==> src/hdl/aob_pkg.sv <==
package aob_pkg;

   localparam int CHAN_W = 8;
   localparam int LANES = 3;
   localparam int PROD_W = 2 * CHAN_W;
   localparam int WIDE_W = 3 * CHAN_W;
   localparam int NUM_W = PROD_W + 1;

   localparam int LANE_RED = 0;
   localparam int LANE_GREEN = 1;
   localparam int LANE_BLUE = 2;

   localparam logic [CHAN_W-1:0] CHAN_MAX = 8'd255;
   localparam logic [CHAN_W-1:0] CHAN_ZERO = 8'd0;

   // floor(x / 255) as floor(x * ceil(2^32 / 255) / 2^32), exact for x <= 255^3
   localparam int RECIP_W = 25;
   localparam int RECIP_SHIFT = 32;
   localparam logic [RECIP_W-1:0] RECIP_255 = 25'd16843010;
   localparam int PRODUCT_W = WIDE_W + RECIP_W;

   localparam int PRE_STAGES = 4;
   localparam int DIV_STAGES = CHAN_W;
   localparam int RESULT_DELAY = PRE_STAGES + DIV_STAGES + 1;

   typedef struct packed {
      logic [CHAN_W-1:0] src_red;
      logic [CHAN_W-1:0] src_green;
      logic [CHAN_W-1:0] src_blue;
      logic [CHAN_W-1:0] src_alpha;
      logic [CHAN_W-1:0] dst_red;
      logic [CHAN_W-1:0] dst_green;
      logic [CHAN_W-1:0] dst_blue;
      logic [CHAN_W-1:0] dst_alpha;
   } req_word_type;

   typedef struct packed {
      logic [CHAN_W-1:0] out_red;
      logic [CHAN_W-1:0] out_green;
      logic [CHAN_W-1:0] out_blue;
      logic [CHAN_W-1:0] out_alpha;
   } rsp_word_type;

   typedef struct packed {
      logic                         valid;
      logic [CHAN_W-1:0]            alpha;
      logic [LANES-1:0]             sat;
      logic [LANES-1:0][NUM_W-1:0]  num;
   } div_word_type;

   function automatic logic [PROD_W-1:0] div255(input logic [WIDE_W-1:0] value);
      logic [PRODUCT_W-1:0] product;
      product = PRODUCT_W'(value) * PRODUCT_W'(RECIP_255);
      return product[RECIP_SHIFT+PROD_W-1:RECIP_SHIFT];
   endfunction

endpackage

==> src/hdl/aob_divider.sv <==
module aob_divider (
   input  logic                  clock,
   input  logic                  reset,
   input  aob_pkg::div_word_type div_word,
   output logic                  result_valid,
   output aob_pkg::rsp_word_type result_word
);

   typedef struct packed {
      logic                                            valid;
      logic [aob_pkg::CHAN_W-1:0]                      alpha;
      logic [aob_pkg::LANES-1:0]                       sat;
      logic [aob_pkg::LANES-1:0][aob_pkg::NUM_W-1:0]   rem;
      logic [aob_pkg::LANES-1:0][aob_pkg::CHAN_W-1:0]  quo;
   } step_type;

   step_type stage_src [aob_pkg::DIV_STAGES];
   step_type stage_in  [aob_pkg::DIV_STAGES];
   step_type stage_ff  [aob_pkg::DIV_STAGES];
   step_type last;
   logic [aob_pkg::LANES-1:0][aob_pkg::CHAN_W-1:0] chan;

   for (genvar k = 0; k < aob_pkg::DIV_STAGES; k++) begin : g_step
      localparam int Bit = aob_pkg::DIV_STAGES - 1 - k;
      logic [aob_pkg::NUM_W-1:0] shifted;

      if (k > 0) begin : g_link
         assign stage_src[k] = stage_ff[k-1];
      end else begin : g_head
         assign stage_src[k] = '{valid: div_word.valid, alpha: div_word.alpha,
                                 sat: div_word.sat, rem: div_word.num, quo: '0};
      end

      // one restoring step: one quotient bit per stage
      assign shifted = aob_pkg::NUM_W'(stage_src[k].alpha) << Bit;

      always_comb begin
         stage_in[k] = stage_src[k];
         for (int l = 0; l < aob_pkg::LANES; l++) begin
            if (stage_src[k].rem[l] >= shifted) begin
               stage_in[k].rem[l] = stage_src[k].rem[l] - shifted;
               stage_in[k].quo[l][Bit] = 1'b1;
            end
         end
      end
   end

   always_ff @(posedge clock) begin
      for (int k = 0; k < aob_pkg::DIV_STAGES; k++) begin
         stage_ff[k].alpha <= stage_in[k].alpha;
         stage_ff[k].sat <= stage_in[k].sat;
         stage_ff[k].rem <= stage_in[k].rem;
         stage_ff[k].quo <= stage_in[k].quo;
         if (reset) begin
            stage_ff[k].valid <= 1'b0;
         end else begin
            stage_ff[k].valid <= stage_in[k].valid;
         end
      end
   end

   assign last = stage_ff[aob_pkg::DIV_STAGES-1];

   always_comb begin
      for (int l = 0; l < aob_pkg::LANES; l++) begin
         if (last.alpha == aob_pkg::CHAN_ZERO) begin
            chan[l] = aob_pkg::CHAN_ZERO;
         end else if (last.sat[l]) begin
            chan[l] = aob_pkg::CHAN_MAX;
         end else begin
            chan[l] = last.quo[l];
         end
      end
   end

   assign result_valid = last.valid;
   assign result_word.out_red = chan[aob_pkg::LANE_RED];
   assign result_word.out_green = chan[aob_pkg::LANE_GREEN];
   assign result_word.out_blue = chan[aob_pkg::LANE_BLUE];
   assign result_word.out_alpha = last.alpha;

endmodule

==> src/hdl/alpha_over_blend.sv <==
// Composites a straight-alpha source pixel over a destination pixel, one pixel per clock.
// A word is taken whenever start is high; busy is always low, so a new word may follow in
// every cycle. Each result shows on rsp_word for one cycle with rsp_strobe high, in order,
// after four arithmetic stages (products, the divides by 255, the numerator sum), an
// eight-stage restoring divider that settles one quotient bit per stage, and the output
// register. The receiver has no way to stall.
module alpha_over_blend (
   input  logic                  clock,
   input  logic                  reset,
   input  logic                  start,
   input  aob_pkg::req_word_type req_word,
   output logic                  busy,
   output logic                  rsp_strobe,
   output aob_pkg::rsp_word_type rsp_word
);

   localparam int CW = aob_pkg::CHAN_W;
   localparam int PW = aob_pkg::PROD_W;
   localparam int WW = aob_pkg::WIDE_W;
   localparam int NW = aob_pkg::NUM_W;
   localparam int LN = aob_pkg::LANES;

   logic accept;
   logic [LN-1:0][CW-1:0] src_chan;
   logic [LN-1:0][CW-1:0] dst_chan;

   logic              inv_in;
   logic [CW-1:0]     s1_inv_in;
   logic [PW-1:0]     s1_ta_in;
   logic [LN-1:0][PW-1:0] s1_ps_in;
   logic [LN-1:0][PW-1:0] s1_dd_in;

   logic              s1_valid_ff;
   logic [CW-1:0]     s1_inv_ff;
   logic [CW-1:0]     s1_sa_ff;
   logic [PW-1:0]     s1_ta_ff;
   logic [LN-1:0][PW-1:0] s1_ps_ff;
   logic [LN-1:0][PW-1:0] s1_dd_ff;

   logic [CW-1:0]     s2_alpha_in;
   logic [LN-1:0][WW-1:0] s2_pdx_in;
   logic              s2_valid_ff;
   logic [CW-1:0]     s2_alpha_ff;
   logic [LN-1:0][PW-1:0] s2_ps_ff;
   logic [LN-1:0][WW-1:0] s2_pdx_ff;

   logic [LN-1:0][PW-1:0] s3_pd_in;
   logic              s3_valid_ff;
   logic [CW-1:0]     s3_alpha_ff;
   logic [LN-1:0][PW-1:0] s3_ps_ff;
   logic [LN-1:0][PW-1:0] s3_pd_ff;

   aob_pkg::div_word_type div_in;
   aob_pkg::div_word_type div_ff;

   logic                  div_valid;
   aob_pkg::rsp_word_type div_word;
   logic                  rsp_strobe_ff;
   aob_pkg::rsp_word_type rsp_word_ff;

   assign busy = 1'b0;
   assign accept = start && !busy;
   assign inv_in = accept;

   assign src_chan = {req_word.src_blue, req_word.src_green, req_word.src_red};
   assign dst_chan = {req_word.dst_blue, req_word.dst_green, req_word.dst_red};

   // stage 1: products
   always_comb begin
      s1_inv_in = aob_pkg::CHAN_MAX - req_word.src_alpha;
      s1_ta_in = PW'(req_word.dst_alpha) * PW'(s1_inv_in);
      for (int l = 0; l < LN; l++) begin
         s1_ps_in[l] = PW'(src_chan[l]) * PW'(req_word.src_alpha);
         s1_dd_in[l] = PW'(dst_chan[l]) * PW'(req_word.dst_alpha);
      end
   end

   // stage 2: combined alpha, destination term scaled by source transparency
   always_comb begin
      s2_alpha_in = s1_sa_ff + CW'(aob_pkg::div255(WW'(s1_ta_ff)));
      for (int l = 0; l < LN; l++) begin
         s2_pdx_in[l] = WW'(s1_dd_ff[l]) * WW'(s1_inv_ff);
      end
   end

   // stage 3: destination term over 255
   always_comb begin
      for (int l = 0; l < LN; l++) begin
         s3_pd_in[l] = aob_pkg::div255(s2_pdx_ff[l]);
      end
   end

   // stage 4: numerator and overflow check against alpha * 256
   always_comb begin
      div_in.valid = s3_valid_ff;
      div_in.alpha = s3_alpha_ff;
      for (int l = 0; l < LN; l++) begin
         div_in.num[l] = NW'(s3_ps_ff[l]) + NW'(s3_pd_ff[l]);
         div_in.sat[l] = div_in.num[l] >= {1'b0, s3_alpha_ff, {CW{1'b0}}};
      end
   end

   always_ff @(posedge clock) begin
      div_ff.alpha <= div_in.alpha;
      div_ff.sat <= div_in.sat;
      div_ff.num <= div_in.num;
      if (reset) begin
         s1_valid_ff <= 1'b0;
         s2_valid_ff <= 1'b0;
         s3_valid_ff <= 1'b0;
         div_ff.valid <= 1'b0;
         rsp_strobe_ff <= 1'b0;
      end else begin
         s1_valid_ff <= inv_in;
         s2_valid_ff <= s1_valid_ff;
         s3_valid_ff <= s2_valid_ff;
         div_ff.valid <= div_in.valid;
         rsp_strobe_ff <= div_valid;
      end
   end

   always_ff @(posedge clock) begin
      s1_inv_ff <= s1_inv_in;
      s1_sa_ff <= req_word.src_alpha;
      s1_ta_ff <= s1_ta_in;
      s1_ps_ff <= s1_ps_in;
      s1_dd_ff <= s1_dd_in;
      s2_alpha_ff <= s2_alpha_in;
      s2_ps_ff <= s1_ps_ff;
      s2_pdx_ff <= s2_pdx_in;
      s3_alpha_ff <= s2_alpha_ff;
      s3_ps_ff <= s2_ps_ff;
      s3_pd_ff <= s3_pd_in;
      rsp_word_ff <= div_word;
   end

   aob_divider u_divider (
      .clock        (clock),
      .reset        (reset),
      .div_word     (div_ff),
      .result_valid (div_valid),
      .result_word  (div_word)
   );

   assign rsp_strobe = rsp_strobe_ff;
   assign rsp_word = rsp_word_ff;

endmodule

==> config.mk <==
export PLATFORM = sky130hd
export DESIGN_NAME = alpha_over_blend
export DESIGN_NICKNAME = d
export VERILOG_FILES = /design/src/hdl/aob_pkg.sv /design/src/hdl/aob_divider.sv /design/src/hdl/alpha_over_blend.sv
export SDC_FILE = /design/constraint.sdc
export NUM_CORES = 2
export LEC_CHECK = 0
export ABC_CLOCK_PERIOD_IN_PS = 4700
export BUFFER_PORTS_ARGS = -buffer_cell sky130_fd_sc_hd__buf_4
export CAP_MARGIN = 20
export CORE_ASPECT_RATIO = 1.25
export CORE_UTILIZATION = 40
export CTS_CLUSTER_SIZE = 16
export DETAILED_ROUTE_END_ITERATION = 8
export GPL_TIMING_DRIVEN = 0
export SLEW_MARGIN = 10
export SYNTH_ARGS = -nofsm -noshare
export SYNTH_HDL_FRONTEND = slang
export SYNTH_SLANG_ARGS = --single-unit
export TNS_END_PERCENT = 10
==> constraint.sdc <==
create_clock -name clock -period 4.7 [get_ports clock]
set_clock_uncertainty 0.05 [all_clocks]
set_input_delay 0.235 -clock clock [delete_from_list [all_inputs] [get_ports clock]]
set_output_delay 0.235 -clock clock [all_outputs]
set_load 0.05 [all_outputs]
# == After elaboration in Yosys (flattened, before gate mapping) ==
# Memory sizes are Yosys's and may differ from the RTL's.
# Index checks and enable logic that the tools add are counted.
# totals
ff_bits,459
ram_bits,696
inputBits,67
word_cells,179
memories,1
# mem_list
memory,words,width,read_ports,rd_ports_with_merged_regs,write_ports,line,source
u_divider.stage_ff,8,87,8,0,8,aob_divider.sv:19,step_type stage_ff [aob_pkg::DIV_STAGES];
# op_classes
addsub,29
mul,14
order_cmp,27
mux,62
bitwise,8
n_reduce_logical,1
# ops
cell,n
17-bit 2-to-1 mux,24
24-bit by 24-bit multiplier with 47-bit output (second input constant),3
8-bit by 8-bit multiplier with 16-bit output,7
16-bit by 8-bit multiplier with 24-bit output,3
16-bit by 16-bit adder with 17-bit output,3
17-bit by 10-bit >= comparator with 1-bit output,3
17-bit by 11-bit >= comparator with 1-bit output,3
17-bit by 12-bit >= comparator with 1-bit output,3
17-bit by 13-bit >= comparator with 1-bit output,3
17-bit by 14-bit >= comparator with 1-bit output,3
17-bit by 15-bit >= comparator with 1-bit output,3
17-bit by 16-bit >= comparator with 1-bit output,3
17-bit by 8-bit >= comparator with 1-bit output,3
17-bit by 9-bit >= comparator with 1-bit output,3
17-bit by 10-bit subtractor with 17-bit output,3
17-bit by 11-bit subtractor with 17-bit output,3
17-bit by 12-bit subtractor with 17-bit output,3
17-bit by 13-bit subtractor with 17-bit output,3
17-bit by 14-bit subtractor with 17-bit output,3
17-bit by 15-bit subtractor with 17-bit output,3
17-bit by 8-bit subtractor with 17-bit output,3
17-bit by 9-bit subtractor with 17-bit output,3
16-bit by 24-bit multiplier with 39-bit output (second input constant),1
1-bit 2-to-1 mux,35
5 further kinds,14

# == Depth between registers and ports, before layout ==
# depth
ltp_word,3
depth_mapped,25
depth_no_buf,25

# == Cells and area by module ==
# Synthesis repeated with hierarchy kept, for this count alone.
# unflattened
hier_cells,7658
area_unflattened_um2,73489.2
# modules_own_cells
module,instances,cells_each,area_each_um2,seq_area_each_um2
alpha_over_blend,1,5257,49621.3,9188.8
aob_divider,1,2401,23867.9,11230.8

# == Worst setup path before layout ==
# OpenSTA, ideal clock, no wires.
# synth_path
path_kind,reg-to-reg
startpoint,reg s1_inv_ff[4]
endpoint,reg s2_pdx_ff[22] (netlist name)
setup_ns,0.072
arrival_ns,4.702
slack_ns,-0.124
path_stages_with_launch,21
period_less_slack_ns,4.824
path_cell_list,dfxtp_1 clkbuf_1 clkbuf_1 nand2_1 fa_1 inv_1 fa_1 fa_1 inv_1 fa_1 inv_1 ha_1 a21o_1 a211o_1 nor3_1 o211ai_1 nand3_1 a21boi_0 o21a_1 nor2_1 xnor2_1
# synth_rtl
element,line,source
from (decl),alpha_over_blend.sv:34,logic [CW-1:0] s1_inv_ff;
from (signal assigned),alpha_over_blend.sv:123,s1_inv_ff <= s1_inv_in;
to (signal assigned),alpha_over_blend.sv:130,s2_pdx_ff <= s2_pdx_in;
to (decl),alpha_over_blend.sv:45,logic [LN-1:0][WW-1:0] s2_pdx_ff;

==> results by group <==
Global routing
  – Initial antenna violation count: 7
  – Largest net degree at the start of global routing: 18
  – Met2 Usage GRT: 0.368
  – Total track usage: 0.189
  – Met3 Use GR: 0.0180
  – Global-route wire length before repair: 276,000 um
  – Remaining global-route overflow: 0
  – GR Layer Usage met1: 0.202
  – Vias in the first global route: 53,800
  – Gr busiest metal: met2

Floorplan
  – Core area: 180,000 sq um
  – Boundary Pins: 101
  – Die ar.: 183,000 sq um
  – Cell Rows: 174
  – Initial Utilization: 0.403
  – DIE HEIGHT: 478 um
  – Die X: 383 um

Final layout
  – Share of cells above drive strength 1: 0.0755
  – Area growth from synthesis to final layout: 12.6%
  – Post-layout util: 0.454
  – Non-Filler Instances: 10,200
  – Filler cells: 17,200
  – Nets: 9,653

Routing
  – Remaining antenna violation count: 0
  – Wirelength per Cell: 16.7 um
  – Routed vias: 50,500
  – WL final: 171,000 um
  – DRC errors left: 18
  – DRT Pass-1 Iters: 8
  – Post-DR vias/cell: 4.94
  – DR iter-0 viols: 1,951

Yosys
  – Number of synthesized flops with an enable pin: 0
  – Cell taking the most area after synthesis: dfxtp_1
  – Synthesized Nets: 9,382
  – Async set or reset register ratio after synthesis: 0
  – Mapped cell area: 72,400 sq um
  – Synth Register Bits: 1,020
  – Synth Flop Type: dfxtp_1
  – Synth cell count leaders: ha_1, inv_1, dfxtp_1, fa_1, nand2_1
  – Ranking of synthesized cells by area: dfxtp_1, ha_1, fa_1
  – Sequential fraction of the synthesis area: 0.282
  – Synth unique cells: 93
  – Syn Area/Cell: 9.66 sq um
  – Area fraction of the dominant cell type after synthesis: 0.282
  – Most common cell in the synthesized netlist: ha_1
  – Post-Syn Instances: 7,498
  – YS warnings: 0

Place
  – Placed insts: 9,969
  – HPWL Detailed: 141,000 um
  – Final Wtd Congestion: 0.925
  – PortBufs: 95

Timing
  – Slew margin rel.: 0.430
  – Fmax achieved: 204 MHz
  – Final period utilization: 1.04
  – Worst Slack Setup Final: -0.193 ns
  – Fin Hold WS: 0.0355 ns
  – Final hold viol count: 0
  – Actual slew at the worst max-slew pin: 0.856 ns
  – Slew Viols, Final: 0
  – Period minus WS final: 4.89 ns
  – RSZ-0062 raised after global routing: true
  – Final setup fails: 23

Worst setup path
  – Startpoint types: register
  – Crit end category: register
  – Worst EP required: 5.28 ns
  – CP Class: register to register
  – CP arrival: 5.47 ns
  – Worst-path fanout max: 10

Clock tree
  – Clk root buf: clkbuf_16
  – CTS HTree Levels: 3
  – Number of buffers created by CTS: 100
  – Worst skew pair latency: 0.75 ns
  – CTS Sinks: 1,020
  – CTS Buffer Depth: 3
  – Clock-pin slew on the worst setup and hold paths: 0.06 ns
  – CTS tree: yes

Status
  – Status: finished with violations
  – Failing checks: design-rule violations, negative setup slack

Hold path
  – Worst hold path class: input pin to register

Run
  – Max-Cap Viols: 0
==> worst paths after layout <==
| check | start | to | slack [ns] | depth (start not counted) |
|---|---|---|---|---|
| hold reg to reg | u_divider.stage_ff[0][75] | u_divider.stage_ff[0][162] | 0.24 | 0 |
| setup reg to reg | s1_inv_ff[4] | s2_pdx_ff[46] | -0.19 | 17 |
| setup / recovery | s1_inv_ff[4] | s2_pdx_ff[46] | -0.19 | 17 |
| hold / removal | req_word[57] | s1_ps_ff[1] | 0.04 | 3 |
==> per-layer routing <==
layer / vias to the layer above / share of wire
met4: 0 / 0.047
met3: 344 / 0.028
met5: - / 0
met1: 24300 / 0.39
li1: 25000 / -
met2: 833 / 0.53
==> registers in the layout, indices dropped and copies added, names as in the netlist <==
signal,flops
s1_sa_ff,8
s1_ta_ff,16
s2_ps_ff,48
s1_valid_ff,1
rsp_strobe,1
s1_inv_ff,8
div_ff,63
s2_alpha_ff,8
s2_pdx_ff,72
s3_ps_ff,48
s3_alpha_ff,8
s1_ps_ff,48
rsp_word,32
u_divider.stage_ff,561
s3_valid_ff,1
s3_pd_ff,48
s1_dd_ff,48
s2_valid_ff,1
==> worst max-delay path, stage by stage, from the launching register on <==
cell and delay [ns]:
dfxtp_2 0.34, clkbuf_8 0.16, buf_8 0.15, and2_1 0.15, fa_1 0.50, fa_1 0.45
fa_1 0.52, fa_1 0.53, ha_4 0.29, and3_4 0.19, and3_4 0.17, a32oi_2 0.06
a311o_1 0.39, o41ai_4 0.35, nor3_2 0.08, o21bai_1 0.19, a21oi_2 0.10, xnor2_2 0.16
==> stage by stage <==
stage / area (sq um) / setup WS [ns] / setup TNS [ns]
2_1_floorplan: 72400 / -0.0236 / -0.0236
3_3_place_gp: 76100 / -1.36 / -45.60
4_1_cts: 81200 / -0.254 / -3.70
5_1_grt: 81600 / -0.359 / -9.23
3_5_place_dp: 76100 / -1.47 / -46.93
6_report: 81600 / -0.193 / -1.65
==> cell type report <==
class                           count  area (sq um)  area share
Clock inverter                     57           793     0.00973
Timing Repair Buffer              171          1390      0.0170
Buffer                            136           900      0.0110
Sequential cell                  1020         20500       0.251
Clock buffer                      129          2790      0.0342
Antenna cell                        3          7.51   0.0000920
Tap cell                         2376          2970      0.0365
Inverter                         1125          4220      0.0518
Multi-Input combinational cell   5215         48000       0.589
==> logic make-up after synthesis <==
kind of cell,Yosys count,synth area share
simple gates,1989,0.140
other cells,1,0.0000518
flops,1020,0.282
buf+inv,1263,0.0656
fa+ha+maj,1817,0.374
mux,30,0.00449
compound gates,984,0.0858
xor+xnor,394,0.0477
==> cells in the final DEF (no fill, tap or decap), types with 43 or more instances in the layout <==
cell type / netlist / layout
xnor2_1: 263 / 253
xor2_1: 131 / 128
nand4_1: 58 / 58
buf_4: 1 / 144
dfxtp_1: 1020 / 995
nor2_1: 344 / 340
o21a_1: 62 / 61
a21o_1: 147 / 147
inv_1: 1122 / 1117
clkbuf_16: 0 / 106
ha_1: 1239 / 1217
nand2_1: 536 / 533
clkbuf_1: 123 / 88
o21ai_1: 45 / 43
o21ai_0: 186 / 178
nand2b_1: 68 / 68
a21oi_1: 324 / 298
fa_1: 578 / 570
and2_1: 476 / 465
nand3_1: 72 / 71
nor2b_1: 148 / 146
nor3_1: 121 / 117
==> what timing repair did <==
action	4_1_cts	5_1_grt
endpoints found under the setup margin	72	68
setup buffers	44	10
pin swaps	81	79
endpoints found under the hold margin	38	0
gates resized for setup	214	90
hold buffers	22	0
Power is not shown: default switching activity piles up to over one toggle a cycle in this logic, so the estimate is an artifact.
